[src/rtl/i2p_pkg.sv]
`default_nettype none

package i2p_pkg;

  // Operator and terminator characters
  localparam logic [7:0] CH_MUL  = 8'h2A;
  localparam logic [7:0] CH_DIV  = 8'h2F;
  localparam logic [7:0] CH_ADD  = 8'h2B;
  localparam logic [7:0] CH_SUB  = 8'h2D;
  localparam logic [7:0] CH_TERM = 8'h00;

  // Letter range bounds
  localparam logic [7:0] CH_UP_A = 8'h41;
  localparam logic [7:0] CH_UP_Z = 8'h5A;
  localparam logic [7:0] CH_LO_A = 8'h61;
  localparam logic [7:0] CH_LO_Z = 8'h7A;

  // Precedence levels
  localparam logic [1:0] RANK_NONE = 2'd0;
  localparam logic [1:0] RANK_ADD  = 2'd1;
  localparam logic [1:0] RANK_MUL  = 2'd2;

  typedef enum logic [2:0] {
    S_IDLE,
    S_DECIDE,
    S_POP,
    S_FLUSH,
    S_TERM
  } state_t;

  typedef enum logic [1:0] {
    SEL_SYM,
    SEL_TOP,
    SEL_ZERO
  } emit_sel_t;

  // Controller to datapath
  typedef struct packed {
    logic      latch;
    logic      emit;
    emit_sel_t emit_sel;
    logic      emit_last;
    logic      emit_done;
    logic      pop;
    logic      push;
  } cmd_t;

  // Datapath to controller
  typedef struct packed {
    logic is_letter;
    logic is_op;
    logic expr_end;
    logic pop_cond;
    logic next_pop;
    logic count_nz;
    logic count_one;
    logic out_free;
  } sts_t;

  function automatic logic [1:0] rank_of(input logic [7:0] ch);
    logic [1:0] r;
    r = RANK_NONE;
    if (ch == CH_MUL || ch == CH_DIV) begin
      r = RANK_MUL;
    end else if (ch == CH_ADD || ch == CH_SUB) begin
      r = RANK_ADD;
    end
    return r;
  endfunction

  function automatic logic is_letter(input logic [7:0] ch);
    return (ch >= CH_UP_A && ch <= CH_UP_Z) || (ch >= CH_LO_A && ch <= CH_LO_Z);
  endfunction

endpackage

`default_nettype wire

[src/rtl/infix_to_postfix_converter.sv]
// A letter's result word is loaded into the output register from the held-symbol register
// in S_DECIDE; a popped operator is emitted from S_POP or S_FLUSH, the terminator from S_TERM.
// Each item goes through accept, decode, one emit per result word (up to four), and a push
// for an operator; the single-issue controller takes no new item until it is through with the last.
// Output stalls hold the controller in place; a result word can wait while work goes on.
// Reset (rst_n low, synchronous) empties the operator stack and the output register.
`default_nettype none

module infix_to_postfix_converter
  import i2p_pkg::*;
(
  input  wire logic       clk,
  input  wire logic       rst_n,
  input  wire logic       in_tvalid,
  output logic            in_tready,
  input  wire logic [7:0] in_tdata,   // [7:0] symbol
  input  wire logic       in_tlast,   // expression_end
  output logic            out_tvalid,
  input  wire logic       out_tready,
  output logic [7:0]      out_tdata,  // [7:0] out_symbol
  output logic            out_tlast,  // run_last
  output logic            out_tuser   // [0] expression_done
);

  cmd_t cmd;
  sts_t sts;

  i2p_ctrl u_ctrl (
    .clk       (clk),
    .rst_n     (rst_n),
    .in_tvalid (in_tvalid),
    .in_tready (in_tready),
    .sts       (sts),
    .cmd       (cmd)
  );

  i2p_datapath u_datapath (
    .clk        (clk),
    .rst_n      (rst_n),
    .cmd        (cmd),
    .sts        (sts),
    .in_tdata   (in_tdata),
    .in_tlast   (in_tlast),
    .out_tvalid (out_tvalid),
    .out_tready (out_tready),
    .out_tdata  (out_tdata),
    .out_tlast  (out_tlast),
    .out_tuser  (out_tuser)
  );

endmodule

`default_nettype wire

[src/rtl/i2p_datapath.sv]
`default_nettype none

module i2p_datapath
  import i2p_pkg::*;
(
  input  wire logic       clk,
  input  wire logic       rst_n,
  input  wire cmd_t       cmd,
  output sts_t            sts,
  input  wire logic [7:0] in_tdata,
  input  wire logic       in_tlast,
  output logic            out_tvalid,
  input  wire logic       out_tready,
  output logic [7:0]      out_tdata,
  output logic            out_tlast,
  output logic            out_tuser
);

  logic [7:0] sym_r;
  logic       end_r;
  logic [7:0] stack_r [2];
  logic [1:0] count_r, count_nxt;
  logic       out_valid_r, out_valid_nxt;
  logic [7:0] out_sym_r;
  logic       out_last_r;
  logic       out_done_r;
  logic [7:0] top;
  logic [7:0] emit_val;
  logic [1:0] sym_rank;

  // Top of stack and rank of the held symbol
  assign top      = (count_r == 2'd2) ? stack_r[1] : stack_r[0];
  assign sym_rank = rank_of(sym_r);

  // Status toward the controller
  always_comb begin
    sts.is_letter = is_letter(sym_r);
    sts.is_op     = (sym_rank != RANK_NONE);
    sts.expr_end  = end_r;
    sts.pop_cond  = (count_r != 2'd0) && (rank_of(top) >= sym_rank);
    sts.next_pop  = (count_r == 2'd2) && (rank_of(stack_r[0]) >= sym_rank);
    sts.count_nz  = (count_r != 2'd0);
    sts.count_one = (count_r == 2'd1);
    sts.out_free  = !out_valid_r || out_tready;
  end

  // Hold the accepted word
  always_ff @(posedge clk) begin
    if (cmd.latch) begin
      sym_r <= in_tdata;
      end_r <= in_tlast;
    end
  end

  // Push the held operator; drop the push on a full stack
  always_ff @(posedge clk) begin
    if (cmd.push) begin
      if (count_r == 2'd0) begin
        stack_r[0] <= sym_r;
      end else if (count_r == 2'd1) begin
        stack_r[1] <= sym_r;
      end
    end
  end

  // Advance the stack depth
  always_comb begin
    count_nxt = count_r;
    if (cmd.pop && count_r != 2'd0) begin
      count_nxt = count_r - 2'd1;
    end else if (cmd.push && count_r < 2'd2) begin
      count_nxt = count_r + 2'd1;
    end
  end

  // Select the emitted character
  always_comb begin
    case (cmd.emit_sel)
      SEL_SYM:  emit_val = sym_r;
      SEL_TOP:  emit_val = top;
      SEL_ZERO: emit_val = CH_TERM;
      default:  emit_val = CH_TERM;
    endcase
  end

  // Output word register: drop on take, load on emit
  always_comb begin
    out_valid_nxt = out_valid_r;
    if (out_tready) begin
      out_valid_nxt = 1'b0;
    end
    if (cmd.emit) begin
      out_valid_nxt = 1'b1;
    end
  end

  always_ff @(posedge clk) begin
    if (!rst_n) begin
      count_r     <= 2'd0;
      out_valid_r <= 1'b0;
    end else begin
      count_r     <= count_nxt;
      out_valid_r <= out_valid_nxt;
    end
  end

  always_ff @(posedge clk) begin
    if (cmd.emit) begin
      out_sym_r  <= emit_val;
      out_last_r <= cmd.emit_last;
      out_done_r <= cmd.emit_done;
    end
  end

  assign out_tvalid = out_valid_r;
  assign out_tdata  = out_sym_r;
  assign out_tlast  = out_last_r;
  assign out_tuser  = out_done_r;

endmodule

`default_nettype wire

[src/rtl/i2p_ctrl.sv]
`default_nettype none

module i2p_ctrl
  import i2p_pkg::*;
(
  input  wire logic clk,
  input  wire logic rst_n,
  input  wire logic in_tvalid,
  output logic      in_tready,
  input  wire sts_t sts,
  output cmd_t      cmd
);

  state_t state_r, state_nxt;

  always_ff @(posedge clk) begin
    if (!rst_n) begin
      state_r <= S_IDLE;
    end else begin
      state_r <= state_nxt;
    end
  end

  // Next state and commands
  always_comb begin
    state_nxt     = state_r;
    in_tready     = 1'b0;
    cmd.latch     = 1'b0;
    cmd.emit      = 1'b0;
    cmd.emit_sel  = SEL_SYM;
    cmd.emit_last = 1'b0;
    cmd.emit_done = 1'b0;
    cmd.pop       = 1'b0;
    cmd.push      = 1'b0;
    case (state_r)
      S_IDLE: begin
        in_tready = 1'b1;
        if (in_tvalid) begin
          cmd.latch = 1'b1;
          state_nxt = S_DECIDE;
        end
      end
      S_DECIDE: begin
        if (sts.is_letter) begin
          // pass the letter through once the output slot frees
          if (sts.out_free) begin
            cmd.emit      = 1'b1;
            cmd.emit_sel  = SEL_SYM;
            cmd.emit_last = !sts.expr_end;
            if (!sts.expr_end) begin
              state_nxt = S_IDLE;
            end else if (sts.count_nz) begin
              state_nxt = S_FLUSH;
            end else begin
              state_nxt = S_TERM;
            end
          end
        end else if (sts.is_op) begin
          state_nxt = S_POP;
        end else if (!sts.expr_end) begin
          state_nxt = S_IDLE;
        end else if (sts.count_nz) begin
          state_nxt = S_FLUSH;
        end else begin
          state_nxt = S_TERM;
        end
      end
      S_POP: begin
        if (sts.pop_cond) begin
          // pop operators of equal or higher rank
          if (sts.out_free) begin
            cmd.emit      = 1'b1;
            cmd.emit_sel  = SEL_TOP;
            cmd.emit_last = !sts.expr_end && !sts.next_pop;
            cmd.pop       = 1'b1;
          end
        end else begin
          cmd.push  = 1'b1;
          state_nxt = sts.expr_end ? S_FLUSH : S_IDLE;
        end
      end
      S_FLUSH: begin
        if (sts.out_free) begin
          cmd.emit     = 1'b1;
          cmd.emit_sel = SEL_TOP;
          cmd.pop      = 1'b1;
          if (sts.count_one) begin
            state_nxt = S_TERM;
          end
        end
      end
      S_TERM: begin
        if (sts.out_free) begin
          cmd.emit      = 1'b1;
          cmd.emit_sel  = SEL_ZERO;
          cmd.emit_last = 1'b1;
          cmd.emit_done = 1'b1;
          state_nxt     = S_IDLE;
        end
      end
      default: begin
        state_nxt = S_IDLE;
      end
    endcase
  end

endmodule

`default_nettype wire

[config.mk]
export PLATFORM = sky130hd
export DESIGN_NAME = infix_to_postfix_converter
export DESIGN_NICKNAME = d
export VERILOG_FILES = /design/src/rtl/i2p_pkg.sv /design/src/rtl/infix_to_postfix_converter.sv /design/src/rtl/i2p_datapath.sv /design/src/rtl/i2p_ctrl.sv
export SDC_FILE = /design/constraint.sdc
export NUM_CORES = 1
export LEC_CHECK = 0
export BUFFER_PORTS_ARGS = -buffer_cell sky130_fd_sc_hd__buf_4
export CORE_ASPECT_RATIO = 1.4
export CORE_MARGIN = 2
export CORE_UTILIZATION = 60
export CTS_BUF_LIST = sky130_fd_sc_hd__clkbuf_8
export DETAILED_ROUTE_END_ITERATION = 10
export PLACE_DENSITY = 0.82
export SLEW_MARGIN = 10
export SYNTH_ARGS = -nofsm -noshare
export SYNTH_HDL_FRONTEND = slang
export SYNTH_SLANG_ARGS = --single-unit
[constraint.sdc]
create_clock -name clk -period 4.8 [get_ports clk]
set_input_delay 0.72 -clock clk [delete_from_list [all_inputs] [get_ports clk]]
set_output_delay 0.72 -clock clk [all_outputs]
set_load 0.05 [all_outputs]
* Yosys cells after proc, flatten, opt, wreduce, memory -nomap -nowiden
Memories as Yosys holds them, arrays and structs flattened.
Index checks and enable logic that the tools add are counted.
** Operators by class
- Add/sub/neg operators :: 2
- Order comparisons :: 7
- Eq/ne operators :: 25
- Muxes and demuxes :: 50
- Reductions and logical operators :: 27
** Operators with widths (number)
- equality test 8 x 6 -> 1 bit (second input constant) :: 12
- 2-to-1 mux 3 bit :: 11
- 2-to-1 mux 1 bit :: 21
- >= comparator 8 x 7 -> 1 bit (second input constant) :: 2
- <= comparator 8 x 7 -> 1 bit (second input constant) :: 2
- 2-to-1 mux 4 bit :: 4
- 2-to-1 mux 8 bit :: 2
- case mux 8 bit (2 select lines) :: 1
- case mux 3 bit (5 select lines) :: 1
- 2-to-1 mux 2 bit :: 6
- case mux 3 bit (4 select lines) :: 1
- inequality test 2 bit (second input constant) :: 5
- logical OR 1 bit :: 8
- nonzero test 2 bit :: 4
- OR reduction 8 bit :: 1
- logical AND 1 bit :: 7
- equality test 3 x 2 -> 1 bit (second input constant) :: 2
- AND reduction 6 bit :: 1
- 2-to-1 mux 5 bit :: 1
- equality test 2 x 1 -> 1 bit (second input constant) :: 2
- >= comparator 2 bit :: 2
- zero test 2 bit :: 2
- equality test 3 x 1 -> 1 bit (second input constant) :: 1
- equality test 3 bit (second input constant) :: 1
- other kinds (9) :: 11
** Storage, ports and cells
- Flip-flop bits (word level) :: 25
- RAM bits :: 16
- Input port bits :: 13
- Logic and storage cells :: 120
- Memories kept :: 1
** Memory list
- u_datapath.stack_r :: depth 2, bits a word 8, read ports 2, clocked after memory_dff 0, wr ports 1, line i2p_datapath.sv:21 : logic [7:0] stack_r [2];

* Longest topological paths before layout
Gate-level depths: netlist of the first run.
- Depth after elaboration :: 14
- Mapped depth :: 14
- Depth with buffers taken out :: 11

* Modules after synthesis
A second synthesis of the first run with hierarchy kept.
** Unflattened totals
- Cell total of the unflattened synthesis :: 187
- Area, all modules :: 2154.6 um^2
** By module, submodules not included
- i2p_datapath :: times used 1, cells each 128, area each 1741.7 um^2, seq. area each 1111.1 um^2
- i2p_ctrl :: times used 1, cells each 59, area each 412.9 um^2, seq. area each 60.1 um^2

* Worst setup path before layout of the first run
OpenSTA, ideal clock, no wires.
- Path kind :: register -> register
- Start :: register u_datapath.count_r[0]
- End :: register u_datapath.out_sym_r[0], in the netlist u_datapath.out_tdata[0] (enable)
- Setup time :: 0.391 ns
- Arrival :: 2.957 ns
- Required time :: 4.409 ns
- Setup slack :: 1.453 ns
- Stages on the path, launching flop included :: 13
- Path buffers :: 3
- Cells stage by stage :: dfxtp_1 > inv_1 > ha_1 > clkbuf_1 > clkbuf_1 > o21ai_0 > and3_1 > ha_1 > o21ba_2 > o21ai_1 > a211o_2 > buf_2 > o21ai_0
** RTL lines
- start, declared :: line i2p_datapath.sv:22 : logic [1:0] count_r, count_nxt;
- start signal, assigned :: line i2p_datapath.sv:102 : count_r <= count_nxt;
- end signal, assigned :: line i2p_datapath.sv:109 : out_sym_r <= emit_val;
- end, declared :: line i2p_datapath.sv:24 : logic [7:0] out_sym_r;

==> results of run 1 <==
-- how the worst max path moves through the flow --
| stage | endpoint | cells past startpoint | startpoint |
|---|---|---|---|
| 6_report | u_datapath.out_tlast | 9 | u_datapath.count_r[0] |
| 3_5_place_dp | u_datapath.out_tdata[1] | 10 | u_datapath.count_r[0] |
| 2_1_floorplan | u_datapath.out_tdata[0] | 12 | u_datapath.count_r[0] |
| 3_3_place_gp | u_datapath.out_tdata[6] | 9 | u_datapath.count_r[0] |
| 5_1_grt | u_datapath.out_tdata[6] | 9 | u_datapath.count_r[0] |
| 4_1_cts | u_datapath.out_tdata[6] | 9 | u_datapath.count_r[0] |
-- worst max-delay path, stage by stage (launching register included) --
cell and delay (ns):
dfxtp_1 0.34, inv_1 0.12, ha_1 0.59, o21ai_0 0.27
and3_1 0.25, ha_1 0.30, o21ba_2 0.14, o21ai_1 0.16
a211o_2 0.51, o21ai_1 0.52
-- per-stage QoR --
step / power, mW / cells / area (um^2)
detailed placement: 0.466 / 237 / 2300
global placement: 0.465 / 237 / 2300
finish: 0.733 / 245 / 2410
global route: 0.754 / 245 / 2410
floorplan: 0.446 / 179 / 2110
CTS: 0.733 / 245 / 2410
-- registers in the layout (all words and copies together) (netlist names) --
signal / cells
u_ctrl.state_r: 3
u_datapath.count_r: 2
u_datapath.end_r: 1
u_datapath.out_tdata: 8
u_datapath.out_tlast: 1
u_datapath.out_tuser: 1
u_datapath.out_tvalid: 1
u_datapath.stack_r: 16
u_datapath.sym_r: 8
-- placed cells by master (no fill, tap or decap), types with 5 or more instances in the layout --
cell      count
ha_1          8
buf_4        24
inv_1        10
o21ai_0       7
a31o_2        5
mux2i_1      10
nor3_1        5
nor2_1       10
dfxtp_1       6
nand2_1      12
a21oi_1       6
clkbuf_8      5
edfxtp_1     35
nand3_1       7
-- metal layers --
| metal | vias to the layer above | track usage |
|---|---|---|
| met3 | 21 | 0.0402 |
| met2 | 68 | 0.425 |
| met4 | 0 | 0.167 |
| met5 | - | 0 |
| li1 | 730 | - |
| met1 | 726 | 0.253 |
-- power by group through the flow --
stage	Clock (mW)	Sequential (mW)	Combinational, mW
2_1_floorplan	0	0.420	0.0257
3_3_place_gp	0	0.416	0.0493
3_5_place_dp	0	0.416	0.0503
4_1_cts	0.274	0.408	0.0509
5_1_grt	0.289	0.410	0.0551
6_report	0.274	0.408	0.0510
-- area by class of cell --
cell class | instances | area (um^2)
fillers | 229 | 966
well taps | 40 | 50.0
inverters | 10 | 37.5
clock buffers | 5 | 68.8
multi-input cells | 122 | 862
clock inverters | 3 | 42.5
repair buffers | 24 | 180
flip-flops and latches | 41 | 1170
-- kinds of logic (layout without fill, tap and decap cells) --
kind of cell | after synthesis | after routing
AOI/OAI and AO/OA | 38 | 38
and+or+nand+nor | 58 | 58
xor gates and xnor gates | 6 | 6
DFF | 41 | 41
muxes | 12 | 12
adders and majority gates | 8 | 8
buffers and inverters | 16 | 42
==> results.json, run 1 <==
{
  "cts_tree": "yes",
  "overflow": 0,
  "path_max_fanout": 16,
  "cts_resized": 0,
  "cts_inserted_buffers": 5,
  "synth-compound-area-share": 0.129,
  "ctsHoldBuffers": 0,
  "top_layer": "met4",
  "synth.distinct_cells": 49,
  "vias": 1545,
  "core-area_mm2": 0.00338,
  "whs_endpoint": "u_datapath.count_r[0]",
  "synth_warnings": 0,
  "slew_violations": 0,
  "hold_slack_ns": 0.513,
  "drc": 0,
  "cts_setup_buffers": 0,
  "setup_ws_ns": 1.22,
  "cts_buffer_depth": 2,
  "rsz0062_at_grt": "no",
  "r2r_end": "u_datapath.out_tlast",
  "synth_ff_type": "edfxtp_1",
  "r2r_cells": 9,
  "vias_per_cell": 6.31,
  "status": "finished clean",
  "start_kind": "register",
  "drv_cap": 0,
  "h-tree-depth": 2,
  "path_clk_slew_ns": 0.08,
  "rrSetupSlack_ns": 1.22,
  "grt_util_all_layers": 0.241,
  "hpwl_um": 3020,
  "synth_seq_cells": 41,
  "synth_top_area_frac": 0.498,
  "clock-root-buffer": "clkbuf_8",
  "dp_slack_ns": 1.25,
  "drt-initial-drc-count": 105,
  "port_buffers": 24,
  "switching_share": 0.219,
  "synthMuxAreaShare": 0.0581,
  "yosysSeqAreaShare": 0.555,
  "synth_nets": 200,
  "critical_path_class": "reg -> reg",
  "met1Wirelength_um": 1630,
  "hp-class": "reg -> reg",
  "drive_gt1_frac": 0.215,
  "start_util": 0.624,
  "sequentialPowerShare": 0.557,
  "avgRoutedWirePerCell_um": 18.0,
  "power_frac_comb": 0.070,
  "area_delta_synth_final_pct": 14.4,
  "clk-insertion-delay-late_ns": 0.29,
  "power.share.clock": 0.373,
  "synth.avg_cell_area_um2": 11.8,
  "antenna_found_initial": 0,
  "firstDrtPassIters": 5,
  "die_x_um": 54.1,
  "synth_fa_ha_area_frac": 0.0474,
  "p_switching_uw": 161,
  "synth_edf_count": 35,
  "max_clock_freq_mhz": 279,
  "die_height_um": 74.2,
  "nets": 225,
  "route.met3.wl_um": 211,
  "synthCells": 179,
  "hold_violations": 0,
  "antenna_cells": 0,
  "synthSimpleGateAreaFrac": 0.149,
  "wl_um": 4410,
  "antenna_left": 0,
  "dr_wl_met2_um": 2350,
  "timing.critical_path.to_type": "register",
  "reg2reg_from": "u_datapath.count_r[0]",
  "yosys-top-cells-area": "edfxtp_1, dfxtp_1, ha_1",
  "cellInternalPower_uw": 572,
  "gp_congestion": 0.878,
  "io_pins": 25,
  "grt_pass1_vias": 1485,
  "cellPowerDensity_mw_per_mm2": 304,
  "synth_top_area_cell": "edfxtp_1",
  "fin_skew_ns": 0.00408,
  "grt_pass1_wl_um": 6710,
  "synth.most_common_cell": "edfxtp_1",
  "setup_tns_ns": 0,
  "synth_top_family_by_area": "simple AND/OR/NAND/NOR gates",
  "maxSlewHeadroom": 0.404,
  "ir_drop_v": 0.000354,
  "synth_area_mm2": 0.00211,
  "period_share": 0.746,
  "arrival_ns": 3.50,
  "worstMarginPinSlew_ns": 0.888,
  "synth_commonest_cells": "edfxtp_1, nand2_1, mux2i_1, nor2_1, inv_1",
  "min_path_cells": 2,
  "synth_xor_area_frac": 0.0249,
  "rows": 25,
  "async_flop_share": 0,
  "setup_violations": 0,
  "required_ns": 4.72,
  "clock_sinks": 41,
  "grt_max_degree": 17,
  "leakage_nw": 0.892,
  "dieArea_mm2": 0.00401,
  "utilization": 0.714,
  "hold_start": "u_datapath.count_r[0]",
  "finalCriticalPeriod_ns": 3.58
}
Note: power is estimated with default switching activity, not from simulation.
==> run 2, diff against run 1 <==
- CORE_UTILIZATION: 60 -> 54
- PLACE_DENSITY: 0.82 -> 0.78
- clock period: 4.8 -> 3.2 ns (I/O delays scaled with it)
==> results.json, run 2 (synthesis results as in run 1) <==
{
  "finalCriticalPeriod_ns": 2.90,
  "die_height_um": 78.0,
  "gp_congestion": 0.891,
  "path_buf_inv": 1,
  "regMostFlops": "u_datapath.stack_r",
  "overflow": 0,
  "h-tree-depth": 2,
  "grt_pass1_vias": 1587,
  "io_pins": 25,
  "critical-path-top-delay-family": "compound AO/OA/AOI/OAI gates",
  "min_path_cells": 1,
  "critical_path_class": "reg -> reg",
  "arrival_ns": 2.84,
  "critPathLaunch": "u_datapath.count_r[0]",
  "cellPowerDensity_mw_per_mm2": 451,
  "max_clock_freq_mhz": 344,
  "grt_util_all_layers": 0.219,
  "timing.critical_path.to_type": "register",
  "rsz0062_at_grt": "no",
  "antenna_cells": 0,
  "fin_skew_ns": 0.00704,
  "path_cells": "inv_1, ha_1, o21ai_0, and3_1, ha_1, o21ba_2, o21ai_1, a211o_2, o21ai_2",
  "nets": 228,
  "ctsHoldBuffers": 0,
  "antenna_found_initial": 0,
  "drc": 0,
  "cts_setup_buffers": 0,
  "slew_violations": 0,
  "maxSlewHeadroom": 0.642,
  "dieArea_mm2": 0.00443,
  "hp-class": "in -> reg",
  "die_x_um": 56.8,
  "largest_reg_flops": 16,
  "antenna_left": 0,
  "cpMostUsedCell": "ha_1",
  "drv_cap": 0,
  "grt_max_degree": 17,
  "start_kind": "register",
  "layout_common_cells": "edfxtp_1, buf_4, nand2_1",
  "clk-insertion-delay-late_ns": 0.29,
  "power_mw": 1.10,
  "start_util": 0.569,
  "ir_drop_v": 0.000335,
  "cts_buffer_depth": 2,
  "period_share": 0.908,
  "core-area_mm2": 0.00371,
  "wl_um": 4500,
  "path_clk_slew_ns": 0.08,
  "area_delta_synth_final_pct": 15.7,
  "cts_resized": 0,
  "setup_violations": 0,
  "cp_slowest_stage_delay_ns": 0.47,
  "required_ns": 3.13,
  "whs_endpoint": "u_datapath.sym_r[1]",
  "drt-initial-drc-count": 54,
  "cts_inserted_buffers": 5,
  "mostFrequentLayoutCell": "edfxtp_1",
  "grt_pass1_wl_um": 7400,
  "cts_tree": "yes",
  "r2r_cells": 9,
  "avgRoutedWirePerCell_um": 18.0,
  "reg2reg_from": "u_datapath.count_r[0]",
  "leakage_nw": 0.909,
  "hold_start": "in_tdata[1]",
  "crit_slowest_cell": "a211o_2",
  "status": "finished clean",
  "setup_tns_ns": 0,
  "drive_gt1_frac": 0.231,
  "firstDrtPassIters": 4,
  "worstMarginPinSlew_ns": 0.537,
  "hold_violations": 0,
  "r2r_end": "u_datapath.out_tdata[1]",
  "clock-root-buffer": "clkbuf_8",
  "clock_sinks": 41,
  "vias": 1580,
  "hpwl_um": 3370,
  "vias_per_cell": 6.32,
  "path_max_fanout": 16,
  "port_buffers": 24,
  "rrSetupSlack_ns": 0.30,
  "rows": 26
}
run 2: changes by cell type in the layout (fill, tap and decap cells not counted):
cell | before | now
buf_4 | 24 | 27
o21ai_1 | 2 | 1
o21ai_2 | 0 | 1
run 2: metal layers:
metal  global-route usage  up-vias  share of wire
met4                0.130        0          0.047
met1                0.237      759           0.38
met5                    0        -              0
li1                     -      736              -
met3               0.0400       21          0.047
met2                0.388       64           0.53
run 2: cell type report:
| type | count | area [um^2] |
|---|---|---|
| Multi-Input combinational cell | 122 | 866 |
| Clock inverter | 3 | 42.5 |
| Tap cell | 42 | 52.6 |
| Timing Repair Buffer | 27 | 203 |
| Fill cell | 289 | 1270 |
| Inverter | 10 | 37.5 |
| Sequential cell | 41 | 1170 |
| Clock buffer | 5 | 68.8 |
run 2: worst max-delay path by stage:
stage                                         end  cells after the start
after global placement       u_datapath.out_tuser                     10
after detailed placement  u_datapath.out_tdata[1]                      9
final                     u_datapath.out_tdata[1]                      9
after floorplan           u_datapath.out_tdata[0]                     12
after CTS                 u_datapath.out_tdata[5]                      9
after global routing         u_datapath.out_tlast                      9
run 2: metrics by stage:
step / hold slack (ns) / std cells / instance area (um^2) / worst slack (ns) / utilization
floorplan: 0.439 / 179 / 2110 / 0.0923 / -
global placement: 0.488 / 242 / 2330 / 0.397 / 0.628
detailed placement: 0.510 / 242 / 2330 / 0.333 / 0.628
CTS: 0.355 / 250 / 2440 / 0.292 / 0.658
global route: 0.347 / 250 / 2440 / 0.0856 / 0.658
finish: 0.361 / 250 / 2440 / 0.296 / 0.658
run 2: where the power goes:
| group | internal [mW] | leakage, nW | total, mW | switching [mW] |
|---|---|---|---|---|
| logic | 0.0325 | 0.478 | 0.0765 | 0.0439 |
| registers | 0.595 | 0.371 | 0.614 | 0.0184 |
| clock network | 0.231 | 0.0595 | 0.410 | 0.179 |
| total | 0.859 | 0.909 | 1.10 | 0.242 |
==> run 3, diff against run 2 <==
- CORE_MARGIN: 2 -> 1.5
==> results.json, run 3 (synthesis results as in run 1) <==
{
  "die_height_um": 77.0,
  "setup_violations": 0,
  "ctsHoldBuffers": 0,
  "rows": 26,
  "grt_pass1_vias": 1587,
  "period_share": 0.925,
  "wl_um": 4370,
  "drt-initial-drc-count": 60,
  "hpwl_um": 3320,
  "finalCriticalPeriod_ns": 2.96,
  "status": "finished clean",
  "cts_inserted_buffers": 5,
  "required_ns": 3.13,
  "whs_endpoint": "u_datapath.end_r",
  "vias": 1535,
  "fin_skew_ns": 0.00657,
  "reg2reg_from": "u_datapath.count_r[0]",
  "maxSlewHeadroom": 0.654,
  "critical_path_class": "reg -> reg",
  "clk-insertion-delay-late_ns": 0.29,
  "antenna_found_initial": 0,
  "firstDrtPassIters": 4,
  "slew_violations": 0,
  "max_clock_freq_mhz": 338,
  "overflow": 0,
  "r2r_end": "u_datapath.out_tdata[1]",
  "largest_reg_flops": 16,
  "cts_resized": 0,
  "nets": 228,
  "cts_tree": "yes",
  "dp_slack_ns": 0.316,
  "layout_common_cells": "edfxtp_1, buf_4, nand2_1",
  "gp_congestion": 0.893,
  "area_delta_synth_final_pct": 15.7,
  "start_util": 0.569,
  "path_max_fanout": 16,
  "cts_buffer_depth": 2,
  "grt_pass1_wl_um": 7300,
  "grt_util_all_layers": 0.221,
  "mostFrequentLayoutCell": "edfxtp_1",
  "antenna_left": 0,
  "dieArea_mm2": 0.00430,
  "nFillCells": 302,
  "utilization": 0.658,
  "h-tree-depth": 2,
  "min_path_cells": 1,
  "cellPowerDensity_mw_per_mm2": 449,
  "leakage_nw": 0.909,
  "start_kind": "register",
  "cts_setup_buffers": 0,
  "power_mw": 1.10,
  "antenna_cells": 0,
  "ir_drop_v": 0.000347,
  "clock_sinks": 41,
  "timing.critical_path.to_type": "register",
  "hold_start": "in_tlast",
  "rrSetupSlack_ns": 0.24,
  "arrival_ns": 2.89,
  "hold_violations": 0,
  "vias_per_cell": 6.14,
  "io_pins": 25,
  "hp-class": "in -> reg",
  "worstMarginPinSlew_ns": 0.519,
  "r2r_cells": 9,
  "setup_tns_ns": 0,
  "path_clk_slew_ns": 0.08,
  "clock-root-buffer": "clkbuf_8",
  "hold_slack_ns": 0.361,
  "drv_cap": 0,
  "core-area_mm2": 0.00371,
  "setup_ws_ns": 0.241,
  "die_x_um": 55.8,
  "drive_gt1_frac": 0.231,
  "rsz0062_at_grt": "no",
  "avgRoutedWirePerCell_um": 17.5,
  "drc": 0,
  "grt_max_degree": 17,
  "port_buffers": 24,
  "regMostFlops": "u_datapath.stack_r"
}
==> run 3: critical path, stage by stage, from the launching register on <==
cell and delay (ns):
dfxtp_1 0.34, inv_1 0.12, ha_1 0.44, o21ai_0 0.24, and3_1 0.22, ha_1 0.30
o21ba_2 0.14, o21ai_1 0.07, a211o_2 0.47, o21ai_2 0.26
==> run 3: metal layers <==
metal	vias to the layer above	share of wire	global-route usage
met4	0	0.048	0.117
met3	17	0.044	0.0405
li1	732	-	-
met5	-	0	0
met1	725	0.37	0.242
met2	61	0.54	0.399
==> run 3: through the flow <==
stage / std cells / area, um^2
global route: 250 / 2440
finish: 250 / 2440
global placement: 242 / 2330
detailed placement: 242 / 2330
CTS: 250 / 2440
floorplan: 179 / 2110
==> run 3: where the power goes <==
group          leakage, nW  switching (mW)  internal (mW)
registers            0.371          0.0181          0.595
clock network       0.0595           0.175          0.231
logic                0.478          0.0428         0.0325
total                0.909           0.236          0.859
==> run 3: worst max-delay path by stage <==
stage / endpoint / startpoint / cells past startpoint / slack [ns]
6_report: u_datapath.out_tdata[1] / u_datapath.count_r[0] / 9 / 0.24
5_1_grt: u_datapath.out_tdata[7] / u_datapath.count_r[0] / 9 / 0.05
4_1_cts: u_datapath.out_tuser / u_datapath.count_r[0] / 9 / 0.30
3_5_place_dp: u_datapath.out_tuser / u_datapath.count_r[0] / 9 / 0.32
3_3_place_gp: u_datapath.out_tuser / u_datapath.count_r[0] / 9 / 0.39
2_1_floorplan: u_datapath.out_tdata[0] / u_datapath.count_r[0] / 12 / 0.09
==> run 3: cell type report <==
| class | count | area, um^2 | area share |
|---|---|---|---|
| flip-flops and latches | 41 | 1170 | 0.480 |
| multi-input cells | 122 | 866 | 0.355 |
| repair buffers | 27 | 203 | 0.0830 |
| clock buffers | 5 | 68.8 | 0.0282 |
| well taps | 42 | 52.6 | 0.0215 |
| clock inverters | 3 | 42.5 | 0.0174 |
| inverters | 10 | 37.5 | 0.0154 |
